### config.mk
export PLATFORM = sky130hd
export DESIGN_NAME = bitmap_frame_allocator
export DESIGN_NICKNAME = d
export VERILOG_FILES = /design/src/rtl/core/bfa_pkg.sv /design/src/rtl/core/bfa_ram.sv /design/src/rtl/core/bfa_ctrl.sv /design/src/rtl/core/bfa_dp.sv /design/src/rtl/core/bitmap_frame_allocator.sv
export VERILOG_INCLUDE_DIRS = /design/src /design/src/rtl/core
export SDC_FILE = /design/constraint.sdc
export NUM_CORES = 2
export LEC_CHECK = 0
export BUFFER_PORTS_ARGS = -buffer_cell sky130_fd_sc_hd__clkbuf_2
export CORE_ASPECT_RATIO = 0.75
export CORE_UTILIZATION = 60
export DETAILED_ROUTE_END_ITERATION = 12
export GPL_TIMING_DRIVEN = 0
export HOLD_SLACK_MARGIN = 0.03
export PLACE_DENSITY = 0.77
export SYNTH_ARGS = -nofsm -noshare
export SYNTH_HDL_FRONTEND = slang
export SYNTH_HIERARCHICAL = 1
export SYNTH_SLANG_ARGS = --single-unit
export TNS_END_PERCENT = 5
### constraint.sdc
create_clock -name clk_i -period 21.2 [get_ports clk_i]
set_clock_uncertainty 0.1 [all_clocks]
set_input_delay 4.24 -clock clk_i [delete_from_list [all_inputs] [get_ports clk_i]]
set_output_delay 4.24 -clock clk_i [all_outputs]
set_load 0.02 [all_outputs]
### src/rtl/core/bitmap_frame_allocator_defines.svh
// ----------------------------------------------------------------------------
// bitmap frame allocator assertion macros
// shared property shorthands, clocked on clk_i and held off during reset
// ----------------------------------------------------------------------------
`ifndef BITMAP_FRAME_ALLOCATOR_DEFINES_SVH
`define BITMAP_FRAME_ALLOCATOR_DEFINES_SVH

// same-cycle implication
`define BFA_ASSERT_IMP(name, ante, cons, msg) \
  name: assert property (@(posedge clk_i) disable iff (!rst_ni) (ante) |-> (cons)) \
    else $error(msg);

// next-cycle implication
`define BFA_ASSERT_NXT(name, ante, cons, msg) \
  name: assert property (@(posedge clk_i) disable iff (!rst_ni) (ante) |=> (cons)) \
    else $error(msg);

`endif

### src/rtl/core/bfa_pkg.sv
// ----------------------------------------------------------------------------
// bfa_pkg
// shared types, widths and codes of the bitmap frame allocator
// ----------------------------------------------------------------------------
package bfa_pkg;

  localparam int FRAMES    = 4096;
  localparam int WORD_BITS = 64;
  localparam int MAP_WORDS = (FRAMES + WORD_BITS - 1) / WORD_BITS;

  localparam int OP_W    = 2;
  localparam int START_W = 12;
  localparam int CNT_W   = 13;
  localparam int END_W   = 13;
  localparam int RES_W   = 12;
  localparam int CUR_W   = 13;

  localparam int OFS_W   = $clog2(WORD_BITS);
  localparam int WORD_AW = $clog2(MAP_WORDS);
  localparam int AV_W    = OFS_W + 1;

  localparam logic [CUR_W-1:0] FRAMES_C  = CUR_W'(FRAMES);
  localparam logic [END_W-1:0] END_RESET = END_W'(4096);
  localparam logic [CUR_W-1:0] PTR_RESET = CUR_W'(1);

  localparam logic [OP_W-1:0] OP_ALLOC = 2'd0;
  localparam logic [OP_W-1:0] OP_FREE  = 2'd1;
  localparam logic [OP_W-1:0] OP_MARK  = 2'd2;

  typedef logic [WORD_BITS-1:0] word_t;

  localparam word_t WORD_ONES = '1;

  typedef struct packed {
    logic [OP_W-1:0]    opcode;
    logic [START_W-1:0] start_frame;
    logic [CNT_W-1:0]   frame_count;
  } bfa_req_t;

  typedef struct packed {
    logic [RES_W-1:0] result_frame;
    logic             status;
  } bfa_rsp_t;

  typedef struct packed {
    logic load;
    logic rd;
    logic a_eval;
    logic w_eval;
    logic publish;
  } bfa_cmd_t;

  typedef struct packed {
    logic a_succ;
    logic a_fail;
    logic a_same_word;
    logic w_last;
  } bfa_sts_t;

endpackage

### src/rtl/core/bfa_ram.sv
// ----------------------------------------------------------------------------
// bfa_ram
// generic simple dual-port ram, one write and one registered read port
// ----------------------------------------------------------------------------
module bfa_ram #(
  parameter int WIDTH = 64,
  parameter int DEPTH = 64
) (
  input  logic                     clk_i,
  input  logic                     we_i,
  input  logic [$clog2(DEPTH)-1:0] waddr_i,
  input  logic [WIDTH-1:0]         wdata_i,
  input  logic                     re_i,
  input  logic [$clog2(DEPTH)-1:0] raddr_i,
  output logic [WIDTH-1:0]         rdata_o
);

  logic [WIDTH-1:0] mem_q [DEPTH];
  logic [WIDTH-1:0] rdata_q;

  always_ff @(posedge clk_i) begin
    if (we_i) begin
      mem_q[waddr_i] <= wdata_i;
    end
    if (re_i) begin
      rdata_q <= mem_q[raddr_i];
    end
  end

  assign rdata_o = rdata_q;

endmodule

### src/rtl/core/bfa_ctrl.sv
// ----------------------------------------------------------------------------
// bfa_ctrl
// request sequencer: steps the datapath through scan, range update and result
// ----------------------------------------------------------------------------
module bfa_ctrl import bfa_pkg::*; (
  input  logic     clk_i,
  input  logic     rst_ni,
  input  logic     in_valid_i,
  output logic     in_ready_o,
  input  bfa_req_t in_data_i,
  output logic     out_valid_o,
  input  logic     out_ready_i,
  output bfa_cmd_t cmd_o,
  input  bfa_sts_t sts_i
);

  typedef enum logic [2:0] {
    S_IDLE,
    S_ARD,
    S_AEV,
    S_WRD,
    S_WEV,
    S_FIN
  } state_e;

  state_e   state_q, state_d;
  logic     out_valid_q, out_valid_d;
  bfa_cmd_t cmd;

  always_comb begin
    cmd         = '0;
    state_d     = state_q;
    out_valid_d = out_valid_q && !out_ready_i;
    unique case (state_q)
      S_IDLE: begin
        if (in_valid_i) begin
          cmd.load = 1'b1;
          priority if (in_data_i.frame_count == '0) begin
            state_d = S_FIN;
          end else if (in_data_i.opcode == OP_ALLOC) begin
            state_d = S_ARD;
          end else if (in_data_i.opcode == OP_FREE || in_data_i.opcode == OP_MARK) begin
            state_d = S_WRD;
          end else begin
            state_d = S_FIN;
          end
        end
      end
      S_ARD: begin
        cmd.rd  = 1'b1;
        state_d = S_AEV;
      end
      S_AEV: begin
        cmd.a_eval = 1'b1;
        priority if (sts_i.a_succ) begin
          state_d = S_WRD;
        end else if (sts_i.a_fail) begin
          state_d = S_FIN;
        end else if (sts_i.a_same_word) begin
          state_d = S_AEV;
        end else begin
          state_d = S_ARD;
        end
      end
      S_WRD: begin
        cmd.rd  = 1'b1;
        state_d = S_WEV;
      end
      S_WEV: begin
        cmd.w_eval = 1'b1;
        state_d    = sts_i.w_last ? S_FIN : S_WRD;
      end
      S_FIN: begin
        if (!out_valid_q || out_ready_i) begin
          cmd.publish = 1'b1;
          out_valid_d = 1'b1;
          state_d     = S_IDLE;
        end
      end
      default: begin
        state_d = S_IDLE;
      end
    endcase
  end

  always_ff @(posedge clk_i or negedge rst_ni) begin
    if (!rst_ni) begin
      state_q     <= S_IDLE;
      out_valid_q <= 1'b0;
    end else begin
      state_q     <= state_d;
      out_valid_q <= out_valid_d;
    end
  end

  assign in_ready_o  = (state_q == S_IDLE);
  assign out_valid_o = out_valid_q;
  assign cmd_o       = cmd;

endmodule

### src/rtl/core/bfa_dp.sv
// ----------------------------------------------------------------------------
// bfa_dp
// bitmap storage, search pointer, run scan and range update datapath
// ----------------------------------------------------------------------------
`include "bitmap_frame_allocator_defines.svh"

module bfa_dp import bfa_pkg::*; (
  input  logic             clk_i,
  input  logic             rst_ni,
  input  logic             cfg_valid_i,
  input  logic [END_W-1:0] cfg_data_i,
  input  bfa_req_t         in_data_i,
  input  bfa_cmd_t         cmd_i,
  output bfa_sts_t         sts_o,
  output bfa_rsp_t         out_data_o
);

  logic [END_W-1:0]   end_q;
  logic [CUR_W-1:0]   ptr_q;
  logic [MAP_WORDS-1:0] valid_q;
  logic               rd_valid_q;

  logic [CUR_W-1:0]   cur_q, run_q, cnt_q, rem_q;
  logic               set_q;
  logic [RES_W-1:0]   res_frame_q;
  logic               res_status_q;
  bfa_rsp_t           out_q;

  word_t              ram_rdata, wd, used, mask, wdata;
  logic [WORD_AW-1:0] word_idx;
  logic [CUR_W-1:0]   limit, lim_rem, need, avail_c, ku_c, hit_next, cur_w, rem_w;
  logic [OFS_W-1:0]   ofs, u;
  logic [AV_W-1:0]    avail, ku, take, hi_sh;
  logic               past, any, succ, fail, hit;

  assign word_idx = cur_q[OFS_W +: WORD_AW];
  assign ofs      = cur_q[OFS_W-1:0];
  assign wd       = rd_valid_q ? ram_rdata : '0;

  // run scan over one word
  assign limit   = (end_q < FRAMES_C) ? end_q : FRAMES_C;
  assign past    = (cur_q >= limit);
  assign lim_rem = past ? '0 : (limit - cur_q);
  assign need    = cnt_q - run_q;
  assign avail   = AV_W'(WORD_BITS) - AV_W'(ofs);
  assign avail_c = CUR_W'(avail);
  assign used    = wd & (WORD_ONES << ofs);

  always_comb begin
    any = 1'b0;
    u   = '0;
    for (int i = WORD_BITS - 1; i >= 0; i--) begin
      if (used[i]) begin
        any = 1'b1;
        u   = OFS_W'(i);
      end
    end
  end

  assign ku       = AV_W'(u) - AV_W'(ofs);
  assign ku_c     = CUR_W'(ku);
  // at equal distance: run complete beats limit, limit beats a used frame
  assign succ     = (need <= avail_c) && (need <= lim_rem) && (!any || need <= ku_c);
  assign fail     = !succ && (lim_rem <= avail_c) && (!any || lim_rem <= ku_c);
  assign hit      = !succ && !fail && any;
  assign hit_next = cur_q + ku_c + CUR_W'(1);

  // range update over one word
  assign take  = (rem_q < avail_c) ? AV_W'(rem_q) : avail;
  assign hi_sh = AV_W'(ofs) + take;
  assign mask  = (WORD_ONES << ofs) & ~(WORD_ONES << hi_sh);
  assign wdata = set_q ? (wd | mask) : (wd & ~mask);
  assign cur_w = cur_q + CUR_W'(take);
  assign rem_w = rem_q - CUR_W'(take);

  assign sts_o.a_succ      = succ;
  assign sts_o.a_fail      = fail;
  assign sts_o.a_same_word = hit && (u != OFS_W'(WORD_BITS - 1));
  assign sts_o.w_last      = (rem_w == '0) || (cur_w >= FRAMES_C);

  bfa_ram #(
    .WIDTH (WORD_BITS),
    .DEPTH (MAP_WORDS)
  ) u_map (
    .clk_i   (clk_i),
    .we_i    (cmd_i.w_eval),
    .waddr_i (word_idx),
    .wdata_i (wdata),
    .re_i    (cmd_i.rd),
    .raddr_i (word_idx),
    .rdata_o (ram_rdata)
  );

  always_ff @(posedge clk_i or negedge rst_ni) begin
    if (!rst_ni) begin
      end_q      <= END_RESET;
      ptr_q      <= PTR_RESET;
      valid_q    <= '0;
      rd_valid_q <= 1'b0;
    end else begin
      if (cfg_valid_i) begin
        end_q <= cfg_data_i;
      end
      if (cmd_i.a_eval && hit) begin
        ptr_q <= hit_next;
      end
      if (cmd_i.rd) begin
        rd_valid_q <= valid_q[word_idx];
      end
      // a word never written reads as all free
      if (cmd_i.w_eval) begin
        valid_q[word_idx] <= 1'b1;
      end
    end
  end

  always_ff @(posedge clk_i) begin
    if (cmd_i.load) begin
      run_q        <= '0;
      cnt_q        <= in_data_i.frame_count;
      rem_q        <= in_data_i.frame_count;
      set_q        <= (in_data_i.opcode == OP_MARK);
      res_status_q <= 1'b0;
      if (in_data_i.opcode == OP_ALLOC) begin
        cur_q       <= ptr_q;
        res_frame_q <= ptr_q[RES_W-1:0];
      end else begin
        cur_q       <= CUR_W'(in_data_i.start_frame);
        res_frame_q <= '0;
      end
    end
    if (cmd_i.a_eval) begin
      priority if (succ) begin
        cur_q       <= ptr_q;
        rem_q       <= cnt_q;
        set_q       <= 1'b1;
        res_frame_q <= ptr_q[RES_W-1:0];
      end else if (fail) begin
        res_frame_q  <= '0;
        res_status_q <= 1'b1;
      end else if (hit) begin
        cur_q <= hit_next;
        run_q <= '0;
      end else begin
        cur_q <= cur_q + avail_c;
        run_q <= run_q + avail_c;
      end
    end
    if (cmd_i.w_eval) begin
      cur_q <= cur_w;
      rem_q <= rem_w;
    end
    if (cmd_i.publish) begin
      out_q.result_frame <= res_frame_q;
      out_q.status       <= res_status_q;
    end
  end

  assign out_data_o = out_q;

  `BFA_ASSERT_IMP(a_run_below_limit, cmd_i.a_eval && succ,
    ({1'b0, ptr_q} + {1'b0, cnt_q}) <= {1'b0, limit}, "allocated run crosses the limit")
  `BFA_ASSERT_IMP(a_write_in_map, cmd_i.w_eval, cur_q < FRAMES_C,
    "bitmap write beyond capacity")
  `BFA_ASSERT_NXT(a_same_word_kept, cmd_i.a_eval && sts_o.a_same_word,
    cur_q[OFS_W +: WORD_AW] == $past(cur_q[OFS_W +: WORD_AW]), "scan left the loaded word")
  `BFA_ASSERT_IMP(a_ptr_range, 1'b1, ptr_q <= FRAMES_C, "search pointer beyond capacity")

endmodule

### src/rtl/core/bitmap_frame_allocator.sv
// ----------------------------------------------------------------------------
// bitmap_frame_allocator
// next-fit bitmap allocator of physical frames: allocate run, free, mark
// ----------------------------------------------------------------------------
//   channel   dir  handshake                  beat
//   cfg       in   cfg_valid_i / cfg_ready_o  end_frame (13b)
//   in        in   in_valid_i  / in_ready_o   opcode, start_frame, frame_count
//   out       out  out_valid_o / out_ready_i  result_frame, status
//
// one request at a time; every bitmap word visited goes through a ram read state
// and an evaluate state, and an allocate spends one more evaluate state on each
// used frame it jumps inside a word.
// reset clears per-word valid flags at once; an unwritten word reads all free.
// a result waiting in the output register does not block the next request,
// only that request's hand-off.
// ----------------------------------------------------------------------------
module bitmap_frame_allocator import bfa_pkg::*; (
  input  logic             clk_i,
  input  logic             rst_ni,
  input  logic             cfg_valid_i,
  output logic             cfg_ready_o,
  input  logic [END_W-1:0] cfg_data_i,
  input  logic             in_valid_i,
  output logic             in_ready_o,
  input  bfa_req_t         in_data_i,
  output logic             out_valid_o,
  input  logic             out_ready_i,
  output bfa_rsp_t         out_data_o
);

  bfa_cmd_t cmd;
  bfa_sts_t sts;

  assign cfg_ready_o = 1'b1;

  bfa_ctrl u_ctrl (
    .clk_i       (clk_i),
    .rst_ni      (rst_ni),
    .in_valid_i  (in_valid_i),
    .in_ready_o  (in_ready_o),
    .in_data_i   (in_data_i),
    .out_valid_o (out_valid_o),
    .out_ready_i (out_ready_i),
    .cmd_o       (cmd),
    .sts_i       (sts)
  );

  bfa_dp u_dp (
    .clk_i       (clk_i),
    .rst_ni      (rst_ni),
    .cfg_valid_i (cfg_valid_i),
    .cfg_data_i  (cfg_data_i),
    .in_data_i   (in_data_i),
    .cmd_i       (cmd),
    .sts_o       (sts),
    .out_data_o  (out_data_o)
  );

endmodule

# Word level (Yosys, flattened, before mapping)
# Memory sizes are Yosys's and may differ from the RTL's. A register that Yosys moved wholly into a read port is not among the register bits.
# Cells that the tools add are included.
# word_totals
in_bits,45
latchBits,0
mem_bits_ro,0
register_bits,174
ramBits,4096
mem_count,1
output_inout_bits,16
elab_cells,269
# classes
n_div,0
order_cmp,11
n_mux,186
shift,2
reduce_logical,26
n_addsub,11
bitwise_logic,7
n_eq_ne,10
multipliers,0
# mem_list
name,depth,width,rd,rd_clocked_by_memory_dff,wr,line,rtl
u_dp.u_map.mem_q,64,64,1,1,1,bfa_ram.sv:18,logic [WIDTH-1:0] mem_q [DEPTH];
# ops
cell,count
$mux W6,64
$mux W13,18
$and A64 B64 Y64,3
$mux W64,2
$not A64 Y64,2
$or A64 B64 Y64,2
$mux W1,84
$shl A64 B6 Y64 const A,1
$shl A64 B7 Y64 const A,1
$mux W12,5
$add A13 B7 Y13,4
$le A13 B7 Y1,4
$logic_not A13 Y1,2
$sub A13 B13 Y13,2
$mux W3,8
$pmux W3 S6,1
$add A13 B1 Y13 const B,1
$ge A13 B13 Y1,1
$ge A13 B13 Y1 const B,1
$le A13 B13 Y1,1
$lt A13 B13 Y1 const B,1
$lt A13 B7 Y1,1
$sub A13 B7 Y13,1
$logic_and A1 B1 Y1,10
23 further kinds,33

# Longest topological paths before layout
# logic_depth
depth_word,81
depth_mapped,36
mapped_depth_nobuf,32

# By module
# Netlist, hierarchy kept.
# by_module_without_submodules
mod,area_each_um2,cells_each,n_inst
bfa_ram,156989.3,6598,1
bfa_dp,15715.1,1940,1
bfa_ctrl,309.0,39,1
bitmap_frame_allocator,11.3,2,1

# Worst setup path after synthesis
# No wires, ideal clock.
# synth_path
kind,flip-flop to flip-flop
startpoint,register u_dp.cur_q[1]
endpoint,memory u_dp.u_map.mem_q[0][16] (data pin)
arrival_time_ns,7.921
setup_slack_ns,12.477
path_stages_with_launch,27
path_buffers,3
path_cell_list,dfxtp_1 -> buf_2 -> buf_2 -> inv_1 -> ha_1 -> ha_1 -> inv_1 -> ha_1 -> a21o_1 -> a21o_1 -> a21o_1 -> a21oi_1 -> o21ai_1 -> o21ai_0 -> ha_1 -> inv_1 -> fa_1 -> inv_1 -> a21oi_1 -> o21bai_1 -> a21oi_1 -> o21bai_1 -> xnor2_1 -> nor2_1 -> clkbuf_1 -> a221oi_1 -> o21ai_0
# synth_via
elab_chain_cells,10
elab_cells_between_ends,12
# synth_rtl
item,line,rtl
"start, declared",bfa_dp.sv:23,"logic [CUR_W-1:0] cur_q, run_q, cnt_q, rem_q;"
"start signal, assigned",bfa_dp.sv:125,cur_q <= ptr_q;
"start signal, assigned",bfa_dp.sv:128,cur_q <= CUR_W'(in_data_i.start_frame);
"start signal, assigned",bfa_dp.sv:134,cur_q <= ptr_q;
$sub A7 B6 Y7,bfa_dp.sv:45,assign avail = AV_W'(WORD_BITS) - AV_W'(ofs);
$lt A13 B7 Y1,bfa_dp.sv:69,assign take = (rem_q < avail_c) ? AV_W'(rem_q) : avail;
$mux W7,bfa_dp.sv:69,
$add A6 B7 Y7,bfa_dp.sv:70,assign hi_sh = AV_W'(ofs) + take;
$shl A64 B7 Y64,bfa_dp.sv:71,assign mask = (WORD_ONES << ofs) & ~(WORD_ONES << hi_sh);
$not A64 Y64,bfa_dp.sv:71,
$and A64 B64 Y64 *,bfa_dp.sv:71,
$not A64 Y64,bfa_dp.sv:72,assign wdata = set_q ? (wd | mask) : (wd & ~mask);
$and A64 B64 Y64,bfa_dp.sv:72,
$mux W64 *,bfa_dp.sv:72,
net u_dp.wdata[16],bfa_dp.sv:29,"word_t ram_rdata, wd, used, mask, wdata;"
"end, declared",bfa_ram.sv:18,
# The timed path passes the listed nets; every way through them passes the cells marked *.

# Final worst setup path
# layout_path
startpoint,register u_dp.cur_q[1]
endpoint,memory u_dp.u_map.mem_q[29][23] (data pin)
# Same word-level chain as after synthesis.

==> impl_results.html <==
<table>
<tr><th>Metric</th><th>Value</th></tr>
<tr><th colspan="2">GRT</th></tr>
<tr><td>Via count of the first global-routing pass</td><td>between 90000 and 100k</td></tr>
<tr><td>Global-route wire length before repair</td><td>around 770000 um</td></tr>
<tr><td>All-layer global routing usage</td><td>38.57%</td></tr>
<tr><td>Final global-route overflow total</td><td>0</td></tr>
<tr><td>Largest net degree at the start of global routing</td><td>67</td></tr>
<tr><td>Number of antenna violations at the first check in global routing</td><td>54</td></tr>
<tr><th colspan="2">Worst setup path</th></tr>
<tr><td>Critical path peak fanout</td><td>39</td></tr>
<tr><td>Slowest library cell on the worst path</td><td>sky130_fd_sc_hd__mux2i_4</td></tr>
<tr><td>Signal arrival time at the worst endpoint</td><td>10590 ps</td></tr>
<tr><td>Worst r2r src</td><td>u_dp/cur_q[1]$_DFF_P_</td></tr>
<tr><td>Cell class contributing the biggest share of worst-path delay</td><td>compound AO/OA/AOI/OAI gates</td></tr>
<tr><td>Endpoint required time on the critical path</td><td>21860 ps</td></tr>
<tr><td>Reg2Reg Depth</td><td>26</td></tr>
<tr><td>FF-to-FF End</td><td>u_dp/u_map/mem_q[29][23]$_DFFE_PP_</td></tr>
<tr><td>CP Capture Type</td><td>flip-flop</td></tr>
<tr><td>Register-to-Register Setup Slack</td><td>about 11000 ps</td></tr>
<tr><td>Crit-path max cell delay</td><td>1070 ps</td></tr>
<tr><td>Combined buffer and inverter count along the critical path</td><td>7</td></tr>
<tr><td>CP Launch Type</td><td>flip-flop</td></tr>
<tr><td>Crit Path Class</td><td>reg -&gt; reg</td></tr>
<tr><th colspan="2">Logic synthesis</th></tr>
<tr><td>Synth Flop Type</td><td>sky130_fd_sc_hd__edfxtp_1</td></tr>
<tr><td>Number of enable-type register cells in the synthesized netlist</td><td>4186</td></tr>
<tr><td>Number of cells produced by synthesis</td><td>between 8000 and 9000</td></tr>
<tr><td>Cell area after technology mapping</td><td>between 150000 and 200000 sq um</td></tr>
<tr><td>Share of flip-flops with an asynchronous set or reset after synthesis</td><td>under 10%</td></tr>
<tr><td>Post-synth net total</td><td>~8700</td></tr>
<tr><td>Mean instance size in the synthesized netlist</td><td>just over 20 sq um</td></tr>
<tr><td>Synth cell count leaders</td><td>sky130_fd_sc_hd__edfxtp_1 (4186), sky130_fd_sc_hd__mux4_2 (1033), sky130_fd_sc_hd__nand2_1 (272), sky130_fd_sc_hd__nor2_1 (245), sky130_fd_sc_hd__clkbuf_1 (209)</td></tr>
<tr><td>Most frequently used cell type in the post-synthesis netlist</td><td>sky130_fd_sc_hd__edfxtp_1</td></tr>
<tr><td>Sequential fraction of the synthesis area</td><td>about three quarters</td></tr>
<tr><td>Portion of synthesized cell area occupied by the leading cell type</td><td>72.65%</td></tr>
<tr><td>Cell accounting for the most synthesized area</td><td>sky130_fd_sc_hd__edfxtp_1</td></tr>
<tr><td>#FFs+latches synth</td><td>~4300</td></tr>
<tr><td>Ranking of synthesized cells by area</td><td>sky130_fd_sc_hd__edfxtp_1 (73%), sky130_fd_sc_hd__mux4_2 (13%), sky130_fd_sc_hd__dfrtp_1 (1.3%), sky130_fd_sc_hd__mux2i_1 (1.2%), sky130_fd_sc_hd__ha_1 (0.84%)</td></tr>
<tr><td>Cell variety after synth</td><td>about 110</td></tr>
<tr><td>Yosys warnings</td><td>6</td></tr>
<tr><th colspan="2">Timing</th></tr>
<tr><td>Number of hold-slack violations in the final timing report</td><td>0</td></tr>
<tr><td>Final-report max-slew violation count</td><td>50</td></tr>
<tr><td>Max transition margin</td><td>-31.73%</td></tr>
<tr><td>Period utilization</td><td>between 40% and 50%</td></tr>
<tr><td>Top achievable clock speed</td><td>about 100 MHz</td></tr>
<tr><td>Setup Total Neg Slack</td><td>0 ps</td></tr>
<tr><td>Setup slack of the critical path after layout</td><td>11270 ps</td></tr>
<tr><td>Actual slew at the worst max-slew pin</td><td>roughly 2000 ps</td></tr>
<tr><td>Final setup vio count</td><td>0</td></tr>
<tr><td>Setup repair after global routing missed its margin</td><td>no</td></tr>
<tr><td>Final period demand of the worst path</td><td>9934 ps</td></tr>
<tr><th colspan="2">Floorplan</th></tr>
<tr><td># rows</td><td>170</td></tr>
<tr><td>Die outline height</td><td>about 470 um</td></tr>
<tr><td>Core area</td><td>roughly 290000 sq um</td></tr>
<tr><td>Die Area</td><td>290500 sq um</td></tr>
<tr><td>Initial standard-cell utilization of the core</td><td>60.39%</td></tr>
<tr><td>I/O pin count</td><td>slightly above 60</td></tr>
<tr><td>Die Width</td><td>approximately 620 um</td></tr>
<tr><th colspan="2">Cells and area</th></tr>
<tr><td>Share of post-route cells with drive strength above 1</td><td>about a quarter</td></tr>
<tr><td>Number of flip-flops under the largest register name</td><td>approximately 4000</td></tr>
<tr><td>Area added between synthesis and finish</td><td>14.56%</td></tr>
<tr><td>Nets</td><td>around 9500</td></tr>
<tr><td>Final Instance Count excl. Fillers</td><td>between 10000 and 15000</td></tr>
<tr><td>Register with the most flip-flops</td><td>u_dp/u_map/mem_q</td></tr>
<tr><td>Post-route core utilization</td><td>roughly 70%</td></tr>
<tr><th colspan="2">Place</th></tr>
<tr><td>DP Wirelength</td><td>between 300000 and 400000 um</td></tr>
<tr><td>Number of placed instances with taps included</td><td>between 10000 and 15000</td></tr>
<tr><td>Worst setup slack before clock tree synthesis</td><td>11580 ps</td></tr>
<tr><td>Final weighted congestion in routability-driven placement</td><td>approximately 1</td></tr>
<tr><td>Number of port buffers</td><td>59</td></tr>
<tr><th colspan="2">Power</th></tr>
<tr><td>Leakage component of the power</td><td>roughly 64 nW</td></tr>
<tr><td>Max VDD drop</td><td>0.0001943 V</td></tr>
<tr><td>PwrDens</td><td>roughly 180 nW/um^2</td></tr>
<tr><th colspan="2">Status</th></tr>
<tr><td>Violations in the final reports</td><td>max-capacitance violations, max-slew violations</td></tr>
<tr><td>Result of the run</td><td>finished, violations left</td></tr>
<tr><th colspan="2">Routing</th></tr>
<tr><td>Number of vias after detailed routing</td><td>~100k</td></tr>
<tr><td>Final routed DRC violation total</td><td>0</td></tr>
<tr><td>DRC marker count from the first detailed-route iteration</td><td>between 15000 and 20000</td></tr>
<tr><td>Detail-routed via count per cell</td><td>7.417</td></tr>
<tr><td>Final wirelength</td><td>around 560000 um</td></tr>
<tr><td>Final antenna-violating net count</td><td>0</td></tr>
<tr><td>Iteration count of the initial detailed-routing pass</td><td>9</td></tr>
<tr><td>Post-detailed-route wirelength per cell</td><td>~42 um</td></tr>
<tr><th colspan="2">CTS</th></tr>
<tr><td>Post-cts resize count</td><td>0</td></tr>
<tr><td>Clock insertion delay at the later pin of the skew report</td><td>~970 ps</td></tr>
<tr><td>Clock root buffer</td><td>sky130_fd_sc_hd__clkbuf_16</td></tr>
<tr><td># H-tree levels</td><td>5</td></tr>
<tr><td>Clock Path Buffers</td><td>4</td></tr>
<tr><td>Clock tree from TritonCTS</td><td>yes</td></tr>
<tr><td>TritonCTS Buffers</td><td>between 300 and 400</td></tr>
<tr><td>Number of buffers inserted by post-CTS setup repair</td><td>0</td></tr>
<tr><td>Reg clk slew, reported paths</td><td>approximately 60 ps</td></tr>
<tr><td>Clock Sinks</td><td>4334</td></tr>
<tr><td>Post-cts hold buffer count</td><td>0</td></tr>
<tr><th colspan="2">Min path</th></tr>
<tr><td>Kind of path behind the tightest hold check</td><td>reg -&gt; reg</td></tr>
<tr><td>End point of the most critical hold path</td><td>u_dp/out_data_o[8]$_DFFE_PP_</td></tr>
<tr><td>Hold wc startpoint</td><td>u_dp/res_frame_q[7]$_DFF_P_</td></tr>
<tr><td>Hold Path Stages</td><td>0</td></tr>
<tr><th colspan="2">Flow run</th></tr>
<tr><td>Max Cap Viol</td><td>15</td></tr>
</table>
==> layout by cell type, fill, tap and decap left out, drive strengths merged, types with 35 or more instances in the layout <==
cell	instances
a211oi	83
a21o	57
a21oi	130
a22o	102
a22oi	174
a31oi	40
and3	81
buf	565
bufinv	35
clkbuf	761
clkinv	168
dfrtp	93
dfxtp	53
diode	75
edfxtp	4186
ha	116
inv	124
mux2i	199
mux4	1033
nand2	273
nand3	139
nor2	245
nor2b	50
nor3	38
o21ai	180
o21bai	50
o221ai	44
o22ai	105
or3	38
xnor2	46
==> where the power goes <==
group | internal [W] | leakage [nW] | switching [W]
Clock | 0.00392 | 6.10 | 0.00319
Sequential | 0.0124 | 40.0 | 0.000260
Combinational | 0.00479 | 18.1 | 0.0110
==> through the flow <==
stage / cell area (sq um) / hold WS, ps / power [W]
final: 198200 / 340.9 / 0.03556
after floorplan: 173000 / 308.2 / 0.02086
after global placement: 178100 / 317.7 / 0.02677
after CTS: 198000 / 341.3 / 0.03478
after detailed placement: 185500 / 325.6 / 0.02764
after global routing: 198200 / 350.3 / 0.03615
==> cell families (layout without fill, tap and decap cells) <==
family                     count (synthesis)  count (layout)  synth area share (%)
AOI/OAI and AO/OA                       1170            1170                 4.789
xor gates and xnor gates                  76              76                0.3847
adders and majority gates                123             123                0.9198
buffers and inverters                    597            1665                 1.592
DFF                                     4334            4334                 74.64
muxes                                   1259            1259                 14.77
other                                      1              76              0.002167
and+or+nand+nor                         1019            1019                 2.902
==> metal layers <==
| layer | track usage [%] | up-vias | part of all wire, % |
|---|---|---|---|
| li1 | - | 37460 | - |
| met1 | 52.51 | 51280 | 34 |
| met2 | 54.51 | 9548 | 42 |
| met5 | 1.677 | - | 0.13 |
| met3 | 15.77 | 1842 | 17 |
| met4 | 18.46 | 40 | 6.0 |
==> layout make-up <==
| type | count | area [sq um] |
|---|---|---|
| multi-input combinational | 3648 | 42440 |
| antenna | 75 | 187.7 |
| inverter | 112 | 420.4 |
| sequential | 4334 | 129100 |
| tap | 3784 | 4735 |
| timing repair buffer | 350 | 6446 |
| fill | 16690 | 88300 |
| clock buffer | 491 | 10420 |
| clock inverter | 227 | 2085 |
| buffer | 485 | 2350 |
==> worst register-to-register path, cell delays in order (launching register included) <==
cell and delay, ps:
sky130_fd_sc_hd__dfxtp_1 540, sky130_fd_sc_hd__buf_2 320, sky130_fd_sc_hd__buf_2 440, sky130_fd_sc_hd__inv_1 380, sky130_fd_sc_hd__ha_1 420, sky130_fd_sc_hd__ha_1 500
sky130_fd_sc_hd__inv_1 210, sky130_fd_sc_hd__ha_1 320, sky130_fd_sc_hd__a21o_1 120, sky130_fd_sc_hd__a21o_1 110, sky130_fd_sc_hd__a21o_1 150, sky130_fd_sc_hd__a21oi_1 80
sky130_fd_sc_hd__o21ai_1 580, sky130_fd_sc_hd__o21ai_0 280, sky130_fd_sc_hd__ha_1 260, sky130_fd_sc_hd__inv_1 70, sky130_fd_sc_hd__fa_1 240, sky130_fd_sc_hd__inv_1 60
sky130_fd_sc_hd__a21oi_1 140, sky130_fd_sc_hd__o21bai_1 130, sky130_fd_sc_hd__a21oi_1 170, sky130_fd_sc_hd__o21bai_1 140, sky130_fd_sc_hd__xnor2_1 1020, sky130_fd_sc_hd__nor2_1 510
sky130_fd_sc_hd__a211oi_1 1060, sky130_fd_sc_hd__mux2i_4 1070, sky130_fd_sc_hd__buf_12 330
==> how the worst max path moves through the flow <==
| stage | from | endpoint | slack, ps | depth (start not counted) |
|---|---|---|---|---|
| final | u_dp/cur_q[1]$_DFF_P_ | u_dp/u_map/mem_q[29][23]$_DFFE_PP_ | 11270 | 26 |
| after global routing | u_dp/cur_q[1]$_DFF_P_ | u_dp/cur_q[7]$_DFF_P_ | 10990 | 30 |
| after CTS | u_dp/cur_q[1]$_DFF_P_ | u_dp/u_map/mem_q[29][3]$_DFFE_PP_ | 11560 | 25 |
| after detailed placement | u_dp/cur_q[1]$_DFF_P_ | u_dp/u_map/mem_q[28][3]$_DFFE_PP_ | 11580 | 25 |
| after global placement | u_dp/cur_q[1]$_DFF_P_ | u_dp/u_map/mem_q[14][16]$_DFFE_PP_ | 6570 | 26 |
| after floorplan | u_dp/cur_q[1]$_DFF_P_ | u_dp/u_map/mem_q[0][16]$_DFFE_PP_ | 12480 | 26 |
Power figures use the tool's default switching activity.
